**src/hdl/dofb_pkg.sv**
```systemverilog
// shared constants, types and helpers for the doubled oled frame store flush block
package dofb_pkg;

  localparam int BUF_WIDTH_DEF   = 64;
  localparam int BUF_HEIGHT_DEF  = 32;
  localparam int STORE_DEPTH_DEF = ((BUF_HEIGHT_DEF + 7) / 8) * BUF_WIDTH_DEF;

  localparam int OP_W    = 2;
  localparam int COORD_W = 8;
  localparam int BYTE_W  = 8;

  localparam int CMD_BYTES       = 4;
  localparam int RESULTS_PER_SEG = 12;
  localparam int FETCH_BYTES     = 4;

  localparam logic [BYTE_W-1:0] CMD_PAGE_RANGE = 8'h22;
  localparam logic [BYTE_W-1:0] CMD_PAGE_START = 8'hb0;
  localparam logic [BYTE_W-1:0] CMD_COL_HIGH   = 8'h10;
  localparam logic [BYTE_W-1:0] CMD_INVERT_ON  = 8'ha7;
  localparam logic [BYTE_W-1:0] CMD_INVERT_OFF = 8'ha6;
  localparam logic [BYTE_W-1:0] BYTE_ONES      = 8'hff;

  typedef enum logic [OP_W-1:0] {
    OP_PIXEL  = 2'd0,
    OP_FILL   = 2'd1,
    OP_INVERT = 2'd2,
    OP_FLUSH  = 2'd3
  } op_t;

  typedef enum logic [3:0] {
    ST_SWEEP,
    ST_IDLE,
    ST_PIX_RD,
    ST_PIX_WR,
    ST_INVERT,
    ST_SCAN,
    ST_FETCH,
    ST_EMIT,
    ST_DONE
  } state_t;

  // each stored pixel becomes two panel pixels in the column byte
  function automatic logic [BYTE_W-1:0] double_nibble(input logic [3:0] nib);
    return {{2{nib[3]}}, {2{nib[2]}}, {2{nib[1]}}, {2{nib[0]}}};
  endfunction

endpackage

```
**src/hdl/dofb_store.sv**
```systemverilog
// frame store memory: one write port, one read port with registered data
module dofb_store
  import dofb_pkg::*;
#(
  parameter int DEPTH = STORE_DEPTH_DEF,
  parameter int AW    = $clog2(STORE_DEPTH_DEF)
) (
  input  logic              clk,
  input  logic              we,
  input  logic [AW-1:0]     waddr,
  input  logic [BYTE_W-1:0] wdata,
  input  logic              re,
  input  logic [AW-1:0]     raddr,
  output logic [BYTE_W-1:0] rdata
);

  logic [BYTE_W-1:0] mem [DEPTH];
  logic [BYTE_W-1:0] rdata_r;

  always_ff @(posedge clk) begin
    if (we) begin
      mem[waddr] <= wdata;
    end
    if (re) begin
      rdata_r <= mem[raddr];
    end
  end

  assign rdata = rdata_r;

endmodule

```
**config.mk**
```make
export PLATFORM = sky130hd
export DESIGN_NAME = dofb_store
export DESIGN_NICKNAME = d
export VERILOG_FILES = /design/src/hdl/dofb_pkg.sv /design/src/hdl/dofb_store.sv
export SDC_FILE = /design/constraint.sdc
export NUM_CORES = 2
export LEC_CHECK = 0
export BUFFER_PORTS_ARGS = -buffer_cell sky130_fd_sc_hd__buf_2
export CAP_MARGIN = 10
export CORE_ASPECT_RATIO = 0.6
export CORE_MARGIN = 3
export CORE_UTILIZATION = 35
export CTS_BUF_LIST = sky130_fd_sc_hd__clkbuf_2 sky130_fd_sc_hd__clkbuf_4 sky130_fd_sc_hd__clkbuf_8
export CTS_CLUSTER_SIZE = 10
export DETAILED_ROUTE_END_ITERATION = 8
export PLACE_DENSITY = 0.52
export SYNTH_ARGS = -nofsm -noshare
export SYNTH_HDL_FRONTEND = slang
export SYNTH_SLANG_ARGS = --single-unit
```
**constraint.sdc**
```tcl
create_clock -name clk -period 4.4 [get_ports clk]
set_clock_uncertainty 0.1 [all_clocks]
set_input_delay 0.44 -clock clk [delete_from_list [all_inputs] [get_ports clk]]
set_output_delay 0.44 -clock clk [all_outputs]
set_load 0.05 [all_outputs]
```
==> results.sh <==
export IMPL_synth_flop_cell="edfxtp_1"
export IMPL_critical_path_max_fanout=10
export IMPL_cts_resized=0
export IMPL_post_drt_via_cell_ratio=5.566
export IMPL_finalSetupViolCount=0
export IMPL_place_port_buffers=34
export IMPL_die_h_um=375.5
export IMPL_cts_buffers=297
export IMPL_crit_required_ns=4.81
export IMPL_timing_fmax_mhz=307.4
export IMPL_grt_usage_pct=18.76
export IMPL_ys_ff_latch=2056
export IMPL_synthArstFlopShare_pct=0
export IMPL_nets=4136
export IMPL_wl_per_cell_um=30.44
export IMPL_worstPathArrival_ns=3.66
export IMPL_die_area_um2=233500
export IMPL_grt_pass1_wl_mm=312.3
export IMPL_clk_latency_ns=0.94
export IMPL_grt_ovfl_total=0
export IMPL_status="completed"
export IMPL_grt_start_max_net_pins=124
export IMPL_clock_sinks=2056
export IMPL_synth_top_cell_area_share_pct=77.53
export IMPL_cts_hold_buf=10
export IMPL_leakagePower_nw=27.91
export IMPL_fp_row_count=134
export IMPL_crit_path_end_kind="flip-flop"
export IMPL_drv_slew=0
export IMPL_tritoncts="built"
export IMPL_yosysTopAreaCell="edfxtp_1"
export IMPL_drt_antenna_violating_nets=0
export IMPL_regArea_um2=61740
export IMPL_root_buffer="clkbuf_8"
export IMPL_fill_cells=19910
export IMPL_syn_to_final_growth_pct=13.37
export IMPL_powerDensity_nw_per_um2=428.9
export IMPL_period_minus_slack_ns=3.253
export IMPL_clock_path_buffers=4
export IMPL_vias=40670
export IMPL_post_cts_buffers=0
export IMPL_antenna_found_initial=21
export IMPL_place_congestion=0.8478
export IMPL_clkSlewWorstSetupHoldPaths_ns=0.06
export IMPL_worstMarginPinSlew_ns=1.119
export IMPL_first_iter_violations=5397
export IMPL_ys_seq_area_share_pct=77.53
export IMPL_cts_max_level=5
export IMPL_syn_avg_cell_area_um2=21.33
export IMPL_drt_pass1_iter_count=6
export IMPL_synth_cells=3733
export IMPL_holdWs_ns=0.01624
export IMPL_multi_input_area_um2=16510
export IMPL_critical_path_startpoint_type="input pin"
export IMPL_hold_path_class="in2reg"
export IMPL_ys_types=54
export IMPL_synth_nets=3760
export IMPL_synth_edff_count=2056
export IMPL_core_area_um2=224300
export IMPL_slew_limit_headroom_pct=25.15
export IMPL_synth_area_leaders="edfxtp_1, mux4_2, mux2i_1"
export IMPL_die_w_um=621.8
export IMPL_drive_gt1_share_pct=28.35
export IMPL_routed_wl_mm=222.4
export IMPL_period_share_pct=73.94
export IMPL_maxCapViolations=0
export IMPL_start_util_pct=35.50
export IMPL_vdd_drop_max_mv=0.2400
export IMPL_synth_cell_area_um2=79640
export IMPL_finalHoldViolCount=0
export IMPL_drc_errors=0
export IMPL_grt_pass1_vias=39580
export IMPL_io_pin_count=35
export IMPL_yosys_warnings=0
export IMPL_power_mw=38.72
export IMPL_dpl_hpwl_mm=140.3
export IMPL_criticalPathCategory="in2reg"
export IMPL_rsz0062_at_grt="no"
## critical path: stages
cell           delay, ns
dlygate4sd3_1       0.61
buf_2               0.23
nor2b_1             0.61
nand3_1             0.43
buf_4               0.39
nor2_1              0.89
## power breakdown
group	internal [mW]	switching (mW)	total, mW
Combinational	0.704	1.42	2.12
Sequential	21.6	0.0228	21.6
Clock	7.68	7.29	15.0
Total	30.0	8.73	38.7
## worst paths after layout
| kind | start | end | slack, ns | cells after the start |
|---|---|---|---|---|
| setup / recovery | waddr[1] | mem[86][7] | 1.15 | 6 |
| hold / removal | wdata[1] | mem[76][1] | 0.02 | 1 |
| setup reg to reg | mem[83][3] | rdata[3] | 1.26 | 7 |
| hold reg to reg | mem[214][6] | rdata[6] | 1.15 | 5 |
## per-layer routing
| metal | share of wire [%] | global-route usage (%) | routed length (µm) | up-vias |
|---|---|---|---|---|
| met4 | 1.9 | 4.143 | 4228 | 2 |
| met3 | 9.9 | 4.737 | 21970 | 307 |
| li1 | - | - | - | 16470 |
| met5 | 0.0058 | 0 | 13 | - |
| met2 | 39 | 23.95 | 87210 | 2021 |
| met1 | 49 | 31.19 | 109000 | 21870 |
## synth_stat cells, types with 3 or more instances
library cell,number
a211oi_1,16
a21oi_1,96
a221oi_1,13
a22o_1,8
a22oi_1,133
and2_1,6
buf_1,22
buf_12,8
buf_2,31
buf_4,27
buf_6,21
buf_8,13
clkbuf_1,111
edfxtp_1,2056
mux2i_1,134
mux4_2,454
nand2_1,33
nand2b_1,8
nand3_1,34
nand4_1,10
nor2_1,282
nor2b_1,31
nor3_1,22
nor4_1,24
nor4_2,3
o211ai_1,10
o21ai_0,10
o221ai_1,46
o22a_1,5
o22ai_1,28
o32ai_1,4
or2_2,4
## flip-flops by register name, summed over array words and instances (netlist names)
signal  flops
rdata       8
mem      2048
## kinds of logic after synthesis
logic type | count (synthesis) | synth area share [%]
AND/OR/NAND/NOR | 466 | 2.625
buffers and inverters | 235 | 1.829
flip-flops | 2056 | 77.53
AO/OA/AOI/OAI | 385 | 3.416
multiplexers | 591 | 14.60
## layout by cell type, fill, tap and decap left out, types with 23 or more instances in the layout
| master | n |
|---|---|
| nor4_1 | 23 |
| nand2_1 | 32 |
| clkbuf_4 | 99 |
| buf_2 | 23 |
| edfxtp_1 | 2056 |
| a21oi_1 | 96 |
| buf_12 | 27 |
| clkbuf_8 | 310 |
| o22ai_1 | 28 |
| clkinv_1 | 59 |
| mux4_2 | 454 |
| o221ai_1 | 46 |
| a22oi_1 | 133 |
| nor2_1 | 279 |
| nor2b_1 | 28 |
| mux2i_1 | 134 |
| nand3_1 | 31 |
| buf_4 | 240 |
## per-stage QoR
stage	setup WS (ns)	TNS, ns	cells	cell area (µm²)	utilization (%)
after floorplan	1.784	0	3733	79640	-
after global placement	-0.03788	-0.03788	6791	84600	37.71
after detailed placement	0.4456	0	6792	84610	37.72
after CTS	1.247	0	7302	90270	40.24
after global routing	1.112	0	7304	90280	40.24
final	1.147	0	7307	90290	40.25
## layout make-up
class                      instances  area share (%)
timing repair buffer             310           2.999
multi-input combinational       1442           18.29
clock inverter                    91          0.6139
antenna                            5         0.01386
clock buffer                     409           5.549
tap                             2992           4.146
sequential                      2056           68.38
inverter                           2        0.008315
No activity file was read; power rests on OpenSTA's default activity.
